File: config.mk
export PLATFORM = sky130hd
export DESIGN_NAME = circular_deque_engine
export DESIGN_NICKNAME = d
export VERILOG_FILES = /design/src/design/cdq_pkg.sv /design/src/design/circular_deque_engine.sv
export SDC_FILE = /design/constraint.sdc
export NUM_CORES = 1
export LEC_CHECK = 0
export BUFFER_PORTS_ARGS = -buffer_cell sky130_fd_sc_hd__clkbuf_2
export CAP_MARGIN = 20
export CORE_UTILIZATION = 50
export DETAILED_ROUTE_END_ITERATION = 10
export PLACE_DENSITY = 0.78
export SYNTH_ARGS = -nofsm -noshare
export SYNTH_HDL_FRONTEND = slang
export SYNTH_SLANG_ARGS = --single-unit
File: constraint.sdc
create_clock -name i_clk -period 4.5 [get_ports i_clk]
set_clock_uncertainty 0.1 [all_clocks]
set_input_delay 0.45 -clock i_clk [delete_from_list [all_inputs] [get_ports i_clk]]
set_output_delay 0.45 -clock i_clk [all_outputs]
set_load 0.01 [all_outputs]
File: src/design/cdq_pkg.sv
// Shared types and codes of the circular deque engine.
// Depends on nothing; imported by circular_deque_engine, cdq_result_check and the testbench.
package cdq_pkg;

    localparam int WORD_W   = 32;
    localparam int OP_W     = 3;
    localparam int STATUS_W = 2;

    typedef logic [OP_W-1:0]     t_op;
    typedef logic [STATUS_W-1:0] t_status;
    typedef logic signed [WORD_W-1:0] t_word;

    // operation codes
    localparam t_op OP_PUSH_FRONT = 3'd0;
    localparam t_op OP_PUSH_REAR  = 3'd1;
    localparam t_op OP_POP_FRONT  = 3'd2;
    localparam t_op OP_POP_REAR   = 3'd3;
    localparam t_op OP_DUMP       = 3'd4;

    // result status codes
    localparam t_status ST_OK        = 2'd0;
    localparam t_status ST_OVERFLOW  = 2'd1;
    localparam t_status ST_UNDERFLOW = 2'd2;

endpackage

File: src/design/circular_deque_engine.sv
// Double-ended queue held in a ring memory with wrapping head and tail.
// Depends on cdq_pkg (codes and word type).
//
//  channel | direction | handshake                  | word
//  --------+-----------+----------------------------+----------------------------
//  in      | input     | i_in_valid / o_in_ready    | i_op, i_value
//  out     | output    | o_out_valid / i_out_ready  | o_status, o_data, o_last
//
// Timing: a push, an overflow or an underflow leaves the block idle, so the
// next operation may follow at once while the output is free; a pop passes
// through S_POP for the registered read of the ring memory; a dump lists the
// stored words from S_DUMP, one memory read per listed word.
// Reset (i_rst_n low at a clock edge) empties the deque; the ring memory is
// not cleared, only occupied entries are ever read.
// A stalled output holds the result register; the input is taken again once
// the pending result has a place to go.
module circular_deque_engine #(
    parameter int DEPTH = 16
) (
    input  logic                       i_clk,
    input  logic                       i_rst_n,
    // operation channel
    input  logic                       i_in_valid,
    output logic                       o_in_ready,
    input  cdq_pkg::t_op               i_op,
    input  cdq_pkg::t_word             i_value,
    // result channel
    output logic                       o_out_valid,
    input  logic                       i_out_ready,
    output cdq_pkg::t_status           o_status,
    output cdq_pkg::t_word             o_data,
    output logic                       o_last
);
    import cdq_pkg::*;

    localparam int AW = (DEPTH > 1) ? $clog2(DEPTH) : 1;
    localparam int CW = $clog2(DEPTH + 1);

    typedef enum logic [1:0] {
        S_IDLE,     // take the next operation
        S_RESP,     // hold a fixed result until the output frees
        S_POP,      // read data returns, pass it out
        S_DUMP      // list stored words, one per cycle while the output is free
    } t_state;

    // wrap an index forward by one
    function automatic logic [AW-1:0] idx_next(input logic [AW-1:0] i);
        return (i == AW'(DEPTH - 1)) ? '0 : i + 1'b1;
    endfunction

    // wrap an index backward by one
    function automatic logic [AW-1:0] idx_prev(input logic [AW-1:0] i);
        return (i == '0) ? AW'(DEPTH - 1) : i - 1'b1;
    endfunction

    // ring memory: one write port, one registered read port
    t_word           ring_mem [DEPTH];
    t_word           r_rd_data;
    logic            wr_en;
    logic [AW-1:0]   wr_addr;
    logic            rd_en;
    logic [AW-1:0]   rd_addr;

    t_state          r_state,  n_state;
    logic [AW-1:0]   r_head,   n_head;
    logic [AW-1:0]   r_tail,   n_tail;
    logic [CW-1:0]   r_count,  n_count;
    logic [AW-1:0]   r_pos,    n_pos;
    logic [CW-1:0]   r_left,   n_left;
    t_status         r_pend,   n_pend;
    logic            r_out_valid, n_out_valid;
    t_status         r_status, n_status;
    t_word           r_data,   n_data;
    logic            r_last,   n_last;

    logic            in_acc;
    logic            out_free;
    logic            is_full;
    logic            is_empty;

    assign o_in_ready = (r_state == S_IDLE);
    assign in_acc     = i_in_valid && o_in_ready;
    assign out_free   = !r_out_valid || i_out_ready;
    assign is_full    = (r_count == CW'(DEPTH));
    assign is_empty   = (r_count == '0);

    // A pop reads only in a later cycle than any earlier push wrote, and a
    // dump never writes, so a read and a write of one entry never meet in
    // the same cycle: no forwarding path is needed.
    always_comb begin
        logic    fixed_resp;
        t_status resp_st;

        fixed_resp  = 1'b0;
        resp_st     = ST_OK;
        n_state     = r_state;
        n_head      = r_head;
        n_tail      = r_tail;
        n_count     = r_count;
        n_pos       = r_pos;
        n_left      = r_left;
        n_pend      = r_pend;
        n_out_valid = r_out_valid && !i_out_ready;
        n_status    = r_status;
        n_data      = r_data;
        n_last      = r_last;
        wr_en       = 1'b0;
        wr_addr     = r_tail;
        rd_en       = 1'b0;
        rd_addr     = r_head;

        unique case (r_state)
            S_IDLE: begin
                if (in_acc) begin
                    unique case (i_op)
                        OP_PUSH_FRONT, OP_PUSH_REAR: begin
                            fixed_resp = 1'b1;
                            if (is_full) begin
                                resp_st = ST_OVERFLOW;
                            end else begin
                                wr_en   = 1'b1;
                                n_count = r_count + 1'b1;
                                if (i_op == OP_PUSH_FRONT) begin
                                    wr_addr = idx_prev(r_head);
                                    n_head  = idx_prev(r_head);
                                end else begin
                                    wr_addr = r_tail;
                                    n_tail  = idx_next(r_tail);
                                end
                            end
                        end
                        OP_POP_FRONT, OP_POP_REAR: begin
                            if (is_empty) begin
                                fixed_resp = 1'b1;
                                resp_st    = ST_UNDERFLOW;
                            end else begin
                                rd_en   = 1'b1;
                                n_count = r_count - 1'b1;
                                n_state = S_POP;
                                if (i_op == OP_POP_FRONT) begin
                                    rd_addr = r_head;
                                    n_head  = idx_next(r_head);
                                end else begin
                                    rd_addr = idx_prev(r_tail);
                                    n_tail  = idx_prev(r_tail);
                                end
                            end
                        end
                        OP_DUMP: begin
                            if (is_empty) begin
                                fixed_resp = 1'b1;
                                resp_st    = ST_UNDERFLOW;
                            end else begin
                                rd_en   = 1'b1;
                                rd_addr = r_head;
                                n_pos   = idx_next(r_head);
                                n_left  = r_count;
                                n_state = S_DUMP;
                            end
                        end
                        default: begin
                            // unused codes: drop the word
                        end
                    endcase

                    if (fixed_resp) begin
                        if (out_free) begin
                            n_out_valid = 1'b1;
                            n_status    = resp_st;
                            n_data      = '0;
                            n_last      = 1'b1;
                        end else begin
                            n_pend  = resp_st;
                            n_state = S_RESP;
                        end
                    end
                end
            end
            S_RESP: begin
                if (out_free) begin
                    n_out_valid = 1'b1;
                    n_status    = r_pend;
                    n_data      = '0;
                    n_last      = 1'b1;
                    n_state     = S_IDLE;
                end
            end
            S_POP: begin
                if (out_free) begin
                    n_out_valid = 1'b1;
                    n_status    = ST_OK;
                    n_data      = r_rd_data;
                    n_last      = 1'b1;
                    n_state     = S_IDLE;
                end
            end
            S_DUMP: begin
                if (out_free) begin
                    n_out_valid = 1'b1;
                    n_status    = ST_OK;
                    n_data      = r_rd_data;
                    n_last      = (r_left == CW'(1));
                    if (r_left == CW'(1)) begin
                        n_state = S_IDLE;
                    end else begin
                        // advance to the next stored word
                        rd_en   = 1'b1;
                        rd_addr = r_pos;
                        n_pos   = idx_next(r_pos);
                        n_left  = r_left - 1'b1;
                    end
                end
            end
        endcase
    end

    // state, indices and the result register
    always_ff @(posedge i_clk) begin
        if (!i_rst_n) begin
            r_state     <= S_IDLE;
            r_head      <= '0;
            r_tail      <= '0;
            r_count     <= '0;
            r_out_valid <= 1'b0;
        end else begin
            r_state     <= n_state;
            r_head      <= n_head;
            r_tail      <= n_tail;
            r_count     <= n_count;
            r_out_valid <= n_out_valid;
        end
        r_pos    <= n_pos;
        r_left   <= n_left;
        r_pend   <= n_pend;
        r_status <= n_status;
        r_data   <= n_data;
        r_last   <= n_last;
    end

    always_ff @(posedge i_clk) begin
        if (wr_en) begin
            ring_mem[wr_addr] <= i_value;
        end
    end

    // read data holds while no read is issued, so a stalled pop keeps it
    always_ff @(posedge i_clk) begin
        if (rd_en) begin
            r_rd_data <= ring_mem[rd_addr];
        end
    end

    assign o_out_valid = r_out_valid;
    assign o_status    = r_status;
    assign o_data      = r_data;
    assign o_last      = r_last;

`ifndef SYNTHESIS
    a_count_range: assert property (@(posedge i_clk) disable iff (!i_rst_n)
        r_count <= CW'(DEPTH))
        else $error("element count beyond ring depth");

    a_ends_meet: assert property (@(posedge i_clk) disable iff (!i_rst_n)
        (r_count == '0 || r_count == CW'(DEPTH)) |-> r_head == r_tail)
        else $error("head and tail disagree with an empty or full ring");

    a_push_counts: assert property (@(posedge i_clk) disable iff (!i_rst_n)
        (in_acc && !is_full && (i_op == OP_PUSH_FRONT || i_op == OP_PUSH_REAR))
        |=> r_count == $past(r_count) + 1'b1)
        else $error("accepted push did not grow the count");

    a_pop_shrinks: assert property (@(posedge i_clk) disable iff (!i_rst_n)
        (in_acc && !is_empty && (i_op == OP_POP_FRONT || i_op == OP_POP_REAR))
        |=> r_count == $past(r_count) - 1'b1)
        else $error("accepted pop did not shrink the count");

    a_dump_left: assert property (@(posedge i_clk) disable iff (!i_rst_n)
        r_state == S_DUMP |-> (r_left != '0 && r_left <= r_count))
        else $error("dump word counter out of range");
`endif

endmodule

==> results of run 1 <==
## power groups by stage
stage | Clock, mW | Sequential (mW) | Combinational (mW)
5_1_grt | 4.93 | 6.34 | 0.829
3_5_place_dp | 0 | 6.46 | 0.764
2_1_floorplan | 0 | 6.47 | 0.451
4_1_cts | 4.72 | 6.34 | 0.769
6_report | 4.66 | 6.34 | 0.771
3_3_place_gp | 0 | 6.46 | 0.740
## layer usage
metal / track usage, % / vias up / wire length [um]
li1: - / 5751 / -
met1: 29.10 / 6481 / 21370
met2: 35.42 / 555 / 25100
met3: 3.203 / 100 / 3754
met4: 6.736 / 2 / 1270
met5: 0 / - / 11
## stage by stage
stage,cells,setup slack [ns],hold WS (ns),power [mW]
CTS,2150,0.6240,0.1087,11.83
global route,2152,0.6473,0.1351,12.10
floorplan,1385,0.8687,0.4048,6.924
global placement,2043,0.6845,0.4179,7.195
detailed placement,2043,0.5502,0.4192,7.223
finish,2152,0.7905,0.1330,11.77
## cell usage after synthesis, types with 2 or more instances
cell,n
sky130_fd_sc_hd__edfxtp_1,590
sky130_fd_sc_hd__mux2i_1,259
sky130_fd_sc_hd__o22ai_1,128
sky130_fd_sc_hd__nor2_1,53
sky130_fd_sc_hd__buf_2,40
sky130_fd_sc_hd__nor2b_1,35
sky130_fd_sc_hd__or4_1,32
sky130_fd_sc_hd__a21oi_1,30
sky130_fd_sc_hd__nand2_1,29
sky130_fd_sc_hd__clkbuf_1,16
sky130_fd_sc_hd__dfxtp_1,16
sky130_fd_sc_hd__o21ai_0,16
sky130_fd_sc_hd__ha_1,15
sky130_fd_sc_hd__buf_4,13
sky130_fd_sc_hd__inv_1,12
sky130_fd_sc_hd__nand3_1,10
sky130_fd_sc_hd__xnor2_1,9
sky130_fd_sc_hd__a31oi_1,7
sky130_fd_sc_hd__a21o_1,6
sky130_fd_sc_hd__nor3_1,6
sky130_fd_sc_hd__nand2b_1,5
sky130_fd_sc_hd__or3_1,5
sky130_fd_sc_hd__xor2_1,5
sky130_fd_sc_hd__a211oi_1,3
sky130_fd_sc_hd__a211o_1,2
sky130_fd_sc_hd__a21oi_2,2
sky130_fd_sc_hd__a221oi_1,2
sky130_fd_sc_hd__and3_1,2
sky130_fd_sc_hd__o211ai_1,2
sky130_fd_sc_hd__o21bai_1,2
sky130_fd_sc_hd__o31a_1,2
sky130_fd_sc_hd__o32a_1,2
sky130_fd_sc_hd__o41ai_1,2
sky130_fd_sc_hd__or2_2,2
## cells in the final DEF (no fill, tap or decap), types with 6 or more instances in the layout
| cell type | synthesis | routed |
|---|---|---|
| sky130_fd_sc_hd__edfxtp_1 | 590 | 590 |
| sky130_fd_sc_hd__mux2i_1 | 259 | 259 |
| sky130_fd_sc_hd__o22ai_1 | 128 | 128 |
| sky130_fd_sc_hd__clkbuf_2 | 0 | 75 |
| sky130_fd_sc_hd__clkbuf_16 | 0 | 58 |
| sky130_fd_sc_hd__buf_4 | 13 | 38 |
| sky130_fd_sc_hd__nor2b_1 | 35 | 35 |
| sky130_fd_sc_hd__nor2_1 | 53 | 34 |
| sky130_fd_sc_hd__or4_1 | 32 | 32 |
| sky130_fd_sc_hd__a21oi_1 | 30 | 30 |
| sky130_fd_sc_hd__nand2_1 | 29 | 29 |
| sky130_fd_sc_hd__nor2_4 | 1 | 20 |
| sky130_fd_sc_hd__o21ai_0 | 16 | 16 |
| sky130_fd_sc_hd__clkinv_2 | 0 | 16 |
| sky130_fd_sc_hd__dfxtp_1 | 16 | 16 |
| sky130_fd_sc_hd__ha_1 | 15 | 15 |
| sky130_fd_sc_hd__inv_1 | 12 | 12 |
| sky130_fd_sc_hd__clkbuf_1 | 16 | 11 |
| sky130_fd_sc_hd__clkinv_1 | 0 | 11 |
| sky130_fd_sc_hd__xnor2_1 | 9 | 9 |
| sky130_fd_sc_hd__buf_12 | 0 | 9 |
| sky130_fd_sc_hd__a31oi_1 | 7 | 7 |
| sky130_fd_sc_hd__nand3_1 | 10 | 6 |
| sky130_fd_sc_hd__nor3_1 | 6 | 6 |
| sky130_fd_sc_hd__a21o_1 | 6 | 6 |
## cell type report
cell class	instances	area, um2	area share, %
Sequential cell	606	18040	66.72
Timing Repair Buffer	123	853.3	3.157
Clock buffer	69	1493	5.522
Inverter	13	48.80	0.1805
Clock inverter	38	321.6	1.189
Multi-Input combinational cell	695	5518	20.41
Tap cell	607	759.5	2.809
Antenna cell	1	2.502	0.009257
## worst max-delay path, cell delays in order, from the launching register on
cell and delay [ns]:
sky130_fd_sc_hd__dfxtp_1 0.36, sky130_fd_sc_hd__inv_1 0.10, sky130_fd_sc_hd__ha_1 0.41, sky130_fd_sc_hd__nor2b_1 0.18, sky130_fd_sc_hd__o2111ai_2 0.17, sky130_fd_sc_hd__a22o_2 0.33
sky130_fd_sc_hd__a211o_1 0.37, sky130_fd_sc_hd__nand3_2 0.46, sky130_fd_sc_hd__buf_4 0.29, sky130_fd_sc_hd__o22ai_1 0.12, sky130_fd_sc_hd__or4_1 0.55
## cell families (layout without fill, tap and decap cells)
family	after synthesis	in the layout	synth area share, %
DFF	606	606	75.80
buffers and inverters	84	243	1.772
muxes	260	260	10.94
adders and majority gates	16	16	0.8728
xor gates and xnor gates	14	14	0.5153
AOI/OAI and AO/OA	217	217	5.836
and+or+nand+nor	188	188	4.264
other	0	1	0
## state kept, by name, summed over array words and instances (netlist names), 4 cells and up
| signal | count |
|---|---|
| r_count | 5 |
| r_pos | 4 |
| o_data | 32 |
| r_tail | 4 |
| r_rd_data | 32 |
| r_left | 5 |
| r_head | 4 |
| ring_mem | 512 |
## worst max path at each step
stage                     cells after the start               to  slack, ns        from
after floorplan                               7   ring_mem[0][0]       0.87  r_state[0]
after global placement                       10    r_rd_data[22]       0.68     i_op[2]
after detailed placement                     10    r_rd_data[16]       0.55     i_op[2]
after CTS                                     7  ring_mem[0][11]       0.62  r_state[1]
after global routing                         10    r_rd_data[16]       0.65  r_state[0]
final                                        10    r_rd_data[16]       0.79  r_state[0]
==> results list, run 1 <==
- The number of hold violations in the final report was 0.
- Post-CTS Hold Fix Bufs: 0
- Cell area after synthesis: 23,800 um2
- Setup slack of the most critical reg-to-reg path: 0.79 ns
- After layout, the worst path uses 82.43% of the clock period.
- Final GP Congestion: 0.8235
- The final layout contains routed wiring with a total length of 51,500 um.
* Net switching power: 2.579 mW
* Clock tree from TritonCTS: done
* Hold Startpoint: i_value[12]
- The HPWL after detailed placement is ~29,000 um.
* Synthesized area divided by synthesized cell count: between 15 and 20 um2
- Clock latency reported for the late side of the worst-skew pair: 0.61 ns
- Actual slew at the worst max-slew pin: 1.061 ns
* Layout area overhead: 13.60%
- In this run, CTS created clock tree buffers numbering between 50 and 60.
- Counting every net in the synthesized netlist gives ~1,400.
* Chip Height: 220.2 um
* Clock Sink Count: just over 600
- The detailed router finished its first iteration with 1,280 violations.
* Path category of the worst min-delay check: in -> reg
- Setup violations remaining at the end of the flow were counted as 0.
- Outcome: finished, violations left
- Switching power share of the total: between 20% and 30%
* Max Clk Rate: 269.6 MHz
- Number of enable-type register cells in the synthesized netlist: 590
- Vias in the first global route: 12,510
* Kind of start point of the critical path: register
* Global-route wire length before repair: 75,920 um
* DR vias/cell: between 5 and 6
- Cells fill 57.82% of the core in the end.
- Largest voltage drop on the vdd net: 0.2834 mV
- Sequential cells account for 53.9% of the total power.
- The worst register-to-register path has a depth of 10.
* Clock tree root buffer cell: sky130_fd_sc_hd__clkbuf_16
* Initial antenna violation count: 2
- The synthesized design spends more area on one cell type than any other, namely sky130_fd_sc_hd__edfxtp_1.
- Buffer levels on the longest clock path: 3
- Entering global routing, the biggest net connects 75 pins.
* Number of placed I/O pins: 76
- Endpoint kind of the worst setup timing path: register
- FF+latch count, synth: approximately 610
- Endpoint, Worst Hold: ring_mem[13][12]
- Worst setup path category: reg -> reg
- # port buffers: 75
- Max-cap violations in this run came to 0.
- At the worst endpoint, the arrival time is between 3 and 4 ns.
- Share of flip-flops with an asynchronous set or reset: 0%
- The core region is 46,750 um2.
- Final global-route overflow total: 0
- After synthesis, the cell types taking the most area are sky130_fd_sc_hd__edfxtp_1, sky130_fd_sc_hd__mux2i_1, sky130_fd_sc_hd__o22ai_1.
- Power share of the combinational group: 6.6%
* Proportion of power drawn by the clock network: around 40%
* Resize count post-CTS: 0
* Area of all placed cells without fillers: roughly 27,000 um2
- Overall track demand over capacity in global routing: 21.32%
* # rows: 79
- Area fraction of the dominant cell type after synthesis: 74.45%
- Along the worst path, the maximum fanout reaches 19.
* Final min period: 3.709 ns
* Int Power: 9.186 mW
* Routed Antenna Nets: 0
- Cell count after synthesis: approximately 1,400
- Pwr per Cell Area: between 400 and 500 nW/um2
- Filler cells: 3,434
- The floorplan step set the die width to about 220 um.
* First-pass iteration count of the detailed router: 10
* Area of the die: 48,470 um2
- The final reports fail on DRC.
- The routed layout has approximately 13,000 vias.
* Clock edge transition at the registers on the reported setup and hold paths: 0.06 ns
- Total number of nets in the final design: around 1,600
- The final count of pins violating max slew came to 0.
- Post-synth cell types: 59
- Cell area reported after detailed placement: around 25,000 um2
- Number of warnings printed during yosys synthesis: 0
- CTS built an H-tree with a depth of 2.
- Share of layout cells above drive strength 1: 15.80%
- Leakage: 8.528 nW
- In the routed design, unresolved DRC markers number 7.
- Final sum of negative setup slack: 0 ns
- In this run the critical register-to-register path is launched from r_state[0].
- Once the clock tree was built, the setup fixing pass inserted 0 buffers.
- In this run the critical register-to-register path is captured at r_rd_data[16].
- Data on the critical path is required at its endpoint by ~4.8 ns.
* Prevailing post-synth register cell: sky130_fd_sc_hd__edfxtp_1
* Setup repair after global routing missed its margin: no
- After detailed routing, the average wire length per cell comes to approximately 24 um.
* Sequential share of the synthesized area: 75.80%
- Effective utilization at floorplan: around half
- Count of cells along the worst hold path: 1
* Tightest slew margin relative to the limit: 29.13%
Power figures use the tool's default switching activity.
==> inputs of run 2 (changes only) <==
--- a/config.mk
+++ b/config.mk
@@ -9,7 +9,7 @@
 export CAP_MARGIN = 20
 export CORE_UTILIZATION = 50
 export DETAILED_ROUTE_END_ITERATION = 10
-export PLACE_DENSITY = 0.78
+export PLACE_DENSITY = 0.81
 export SYNTH_ARGS = -nofsm -noshare
 export SYNTH_HDL_FRONTEND = slang
 export SYNTH_SLANG_ARGS = --single-unit
==> constraint.sdc (replaced) <==
create_clock -name i_clk -period 3.2 [get_ports i_clk]
set_clock_uncertainty 0.1 [all_clocks]
set_input_delay 0.32 -clock i_clk [delete_from_list [all_inputs] [get_ports i_clk]]
set_output_delay 0.32 -clock i_clk [all_outputs]
set_load 0.01 [all_outputs]
==> results list, run 2 (synthesis results as in run 1) <==
- The final count of pins violating max slew is 0 (unchanged).
* # port buffers: 75 (unchanged)
* Endpoint kind of the worst setup timing path: register (unchanged)
* Routed Antenna Nets: 0 (unchanged)
* Total number of nets in the final design: 1,688 (was 1,552)
- Hold Startpoint: i_value[3] (was i_value[12])
- The post-layout worst setup margin was -0.2217 ns (was 0.7905 ns).
* Final sum of negative setup slack: -3.655 ns (was 0 ns)
- The top achievable clock speed was 292.3 MHz (was 269.6 MHz).
* Setup repair after global routing missed its margin: yes (was no)
- The wire length of the first global-routing pass came to 87,500 um (was 75,920 um).
- The flip-flop count of the largest register, all copies and words added is 512 (unchanged).
- DR vias/cell: 6.347 (was 5.989)
* Final min period: 3.422 ns (was 3.709 ns)
- The kind of path behind the tightest hold check was in -> reg (unchanged).
* Final GP Congestion: 0.9143 (was 0.8235)
- The largest net degree at the start of global routing was 33 (was 75).
* Buffer levels on the longest clock path: 3 (unchanged)
* Max-cap violations: 0 (unchanged)
- Area of the die: 48,470 um2 (unchanged)
* Clock Sink Count: 606 (unchanged)
- The period utilization came to 106.9% (was 82.43%).
* FF-to-FF path depth: 12 (was 10)
* Critical register-to-register path endpoint: r_rd_data[12] (was r_rd_data[16])
- The wire length reported by the detailed router came to 63,690 um (was 51,500 um).
- Total power of the final layout: 17.08 mW (was 11.77 mW)
* Layout area overhead: 24.07% (was 13.60%)
- First-pass iteration count of the detailed router: 8 (was 10)
* Most frequent cells in the layout: sky130_fd_sc_hd__edfxtp_1, sky130_fd_sc_hd__mux2i_1, sky130_fd_sc_hd__o22ai_1, sky130_fd_sc_hd__clkbuf_2, sky130_fd_sc_hd__buf_4 (was sky130_fd_sc_hd__edfxtp_1, sky130_fd_sc_hd__mux2i_1, sky130_fd_sc_hd__o22ai_1, sky130_fd_sc_hd__clkbuf_2, sky130_fd_sc_hd__clkbuf_16)
- Overall track demand over capacity in global routing: 24.80% (was 21.32%)
- Clock tree from TritonCTS: done (unchanged)
- Count of cells along the worst hold path: 1 (unchanged)
- Worst hold-check slack: 0.02467 ns (was 0.1330 ns)
- The average wire per cell in the routed design is 27.87 um (was 23.93 um).
- Final global-route overflow total: 0 (unchanged)
- Largest voltage drop on the vdd net: 0.4426 mV (was 0.2834 mV)
* Pwr per Cell Area: 578.6 nW/um2 (was 435.2 nW/um2)
- The number of rows created at floorplan came to 79 (unchanged).
- Clock latency reported for the late side of the worst-skew pair: 0.62 ns (was 0.61 ns)
- The cell chosen for the clock root is sky130_fd_sc_hd__clkbuf_16 (unchanged).
* Worst setup path category: reg -> reg (unchanged)
- The number of ports placed on the die boundary came to 76 (unchanged).
* Actual slew at the worst max-slew pin: 0.9418 ns (was 1.061 ns)
- Final hold violation count: 0 (unchanged)
- The DRC violation count after routing came to 12 (was 7).
* Endpoint, Worst Hold: ring_mem[5][3] (was ring_mem[13][12])
- The width of the die was 220.2 um (unchanged).
- Num CTS Buffers: 57 (was 58)
* Leakage: 9.606 nW (was 8.528 nW)
- Setup slack of the most critical reg-to-reg path: -0.22 ns (was 0.79 ns)
- The reg-to-reg critical path startpoint is r_left[1] (was r_state[0]).
- Total number of H-tree levels: 2 (unchanged)
- The type of element launching the critical path is a register (unchanged).
* Reg with most FFs: ring_mem (unchanged)
- Effective utilization at floorplan: 50.90% (unchanged)
- The number of global-route vias before repair was 14,030 (was 12,510).
- Via count: 14,500 (was 12,890)
- Max FO, Critical Path: 6 (was 19)
* Chip Height: 220.2 um (unchanged)
- The fill cell total of the finished layout came to 2,989 (was 3,434).
- The placeable core region is 46,750 um2 (unchanged).
- Outcome: finished, violations left (unchanged).
- The worst slack at placement is -0.1912 ns (was 0.5502 ns).
- Critical path arrival: 3.64 ns (was 3.95 ns)
* Tightest slew margin relative to the limit: 37.21% (was 29.13%)
- The clock transition at the registers of the reported paths is 0.07 ns (was 0.06 ns).
- The final number of setup-violating endpoints came to 33 (was 0).
* Violated checks: DRC, setup timing (was DRC)
- Most common cell after layout, fill and taps aside: sky130_fd_sc_hd__edfxtp_1 (unchanged)
- Post-DP HPWL: 31,940 um (was 28,720 um)
* Violation count after the first detailed-routing iteration: 1,772 (was 1,280)
* Initial antenna violation count: 3 (was 2)
- Crit path required time: 3.42 ns (was 4.75 ns)
* Share of layout cells above drive strength 1: 25.12% (was 15.80%)
==> run 2: changes by cell type in the layout (fill, tap and decap cells not counted), moves of 13 or more <==
cell | before | now
sky130_fd_sc_hd__buf_12 | 9 | 45
sky130_fd_sc_hd__buf_16 | 0 | 13
sky130_fd_sc_hd__buf_4 | 38 | 75
sky130_fd_sc_hd__buf_6 | 0 | 18
sky130_fd_sc_hd__dlygate4sd3_1 | 0 | 19
sky130_fd_sc_hd__mux2i_1 | 259 | 225
sky130_fd_sc_hd__mux2i_2 | 0 | 24
==> run 2: worst max-delay path by stage <==
stage                           from              to  slack, ns  cells after the start
after global placement     r_left[1]   r_rd_data[13]      -0.13                     11
final                      r_left[1]   r_rd_data[12]      -0.22                     12
after CTS                  r_left[1]   r_rd_data[12]      -0.11                     12
after global routing       r_left[1]   r_rd_data[12]      -0.28                     12
after floorplan           r_state[0]  ring_mem[0][0]      -0.43                      7
after detailed placement   r_left[1]   r_rd_data[21]      -0.19                     11
==> run 2: layout make-up <==
cell class | instances | area [um2] | share of cell area [%]
sequential | 606 | 18040 | 61.10
inverter | 13 | 48.80 | 0.1653
multi-input combinational | 695 | 5969 | 20.22
clock inverter | 32 | 312.8 | 1.059
clock buffer | 70 | 1475 | 4.996
tap | 607 | 759.5 | 2.572
antenna | 2 | 5.005 | 0.01695
timing repair buffer | 260 | 2915 | 9.874
==> run 2: critical path, cell delays in order (launching register included) <==
cell,delay (ns)
sky130_fd_sc_hd__edfxtp_1,0.41
sky130_fd_sc_hd__inv_2,0.10
sky130_fd_sc_hd__ha_4,0.13
sky130_fd_sc_hd__or4b_4,0.48
sky130_fd_sc_hd__and2_4,0.19
sky130_fd_sc_hd__a31oi_4,0.15
sky130_fd_sc_hd__o311ai_4,0.17
sky130_fd_sc_hd__buf_6,0.18
sky130_fd_sc_hd__buf_12,0.15
sky130_fd_sc_hd__clkbuf_16,0.17
sky130_fd_sc_hd__mux2i_1,0.17
sky130_fd_sc_hd__o22ai_1,0.12
sky130_fd_sc_hd__or4_1,0.58
==> run 2: per-layer routing <==
| layer | up-vias | global-route usage [%] | share of wire (%) |
|---|---|---|---|
| met5 | - | 0 | 0.013 |
| met4 | 2 | 9.931 | 4.4 |
| met3 | 217 | 5.113 | 11 |
| met2 | 1035 | 40.74 | 48 |
| met1 | 7212 | 32.44 | 36 |
| li1 | 6037 | - | - |
==> run 2: per-stage QoR <==
| step | cells | utilization, % | instance area (um2) |
|---|---|---|---|
| 6_report | 2285 | 63.15 | 29520 |
| 5_1_grt | 2284 | 63.14 | 29520 |
| 4_1_cts | 2260 | 61.69 | 28840 |
| 3_5_place_dp | 2113 | 55.86 | 26120 |
| 3_3_place_gp | 2113 | 55.86 | 26120 |
| 2_1_floorplan | 1385 | - | 23820 |
==> run 2: report_power, final <==
group          internal (mW)  switching [mW]  leakage, nW
combinational          0.676           0.866         3.26
sequential              8.86          0.0462         5.47
clock                   3.75            2.88        0.875
==> run 2: repair_timing <==
action	CTS	global route
hold endpoints to repair	236	0
cloned	12	12
buffers inserted	15	12
endpoints found under the setup margin	32	371
pin swaps	46	41
hold buffers	19	0
gates resized for setup	76	68
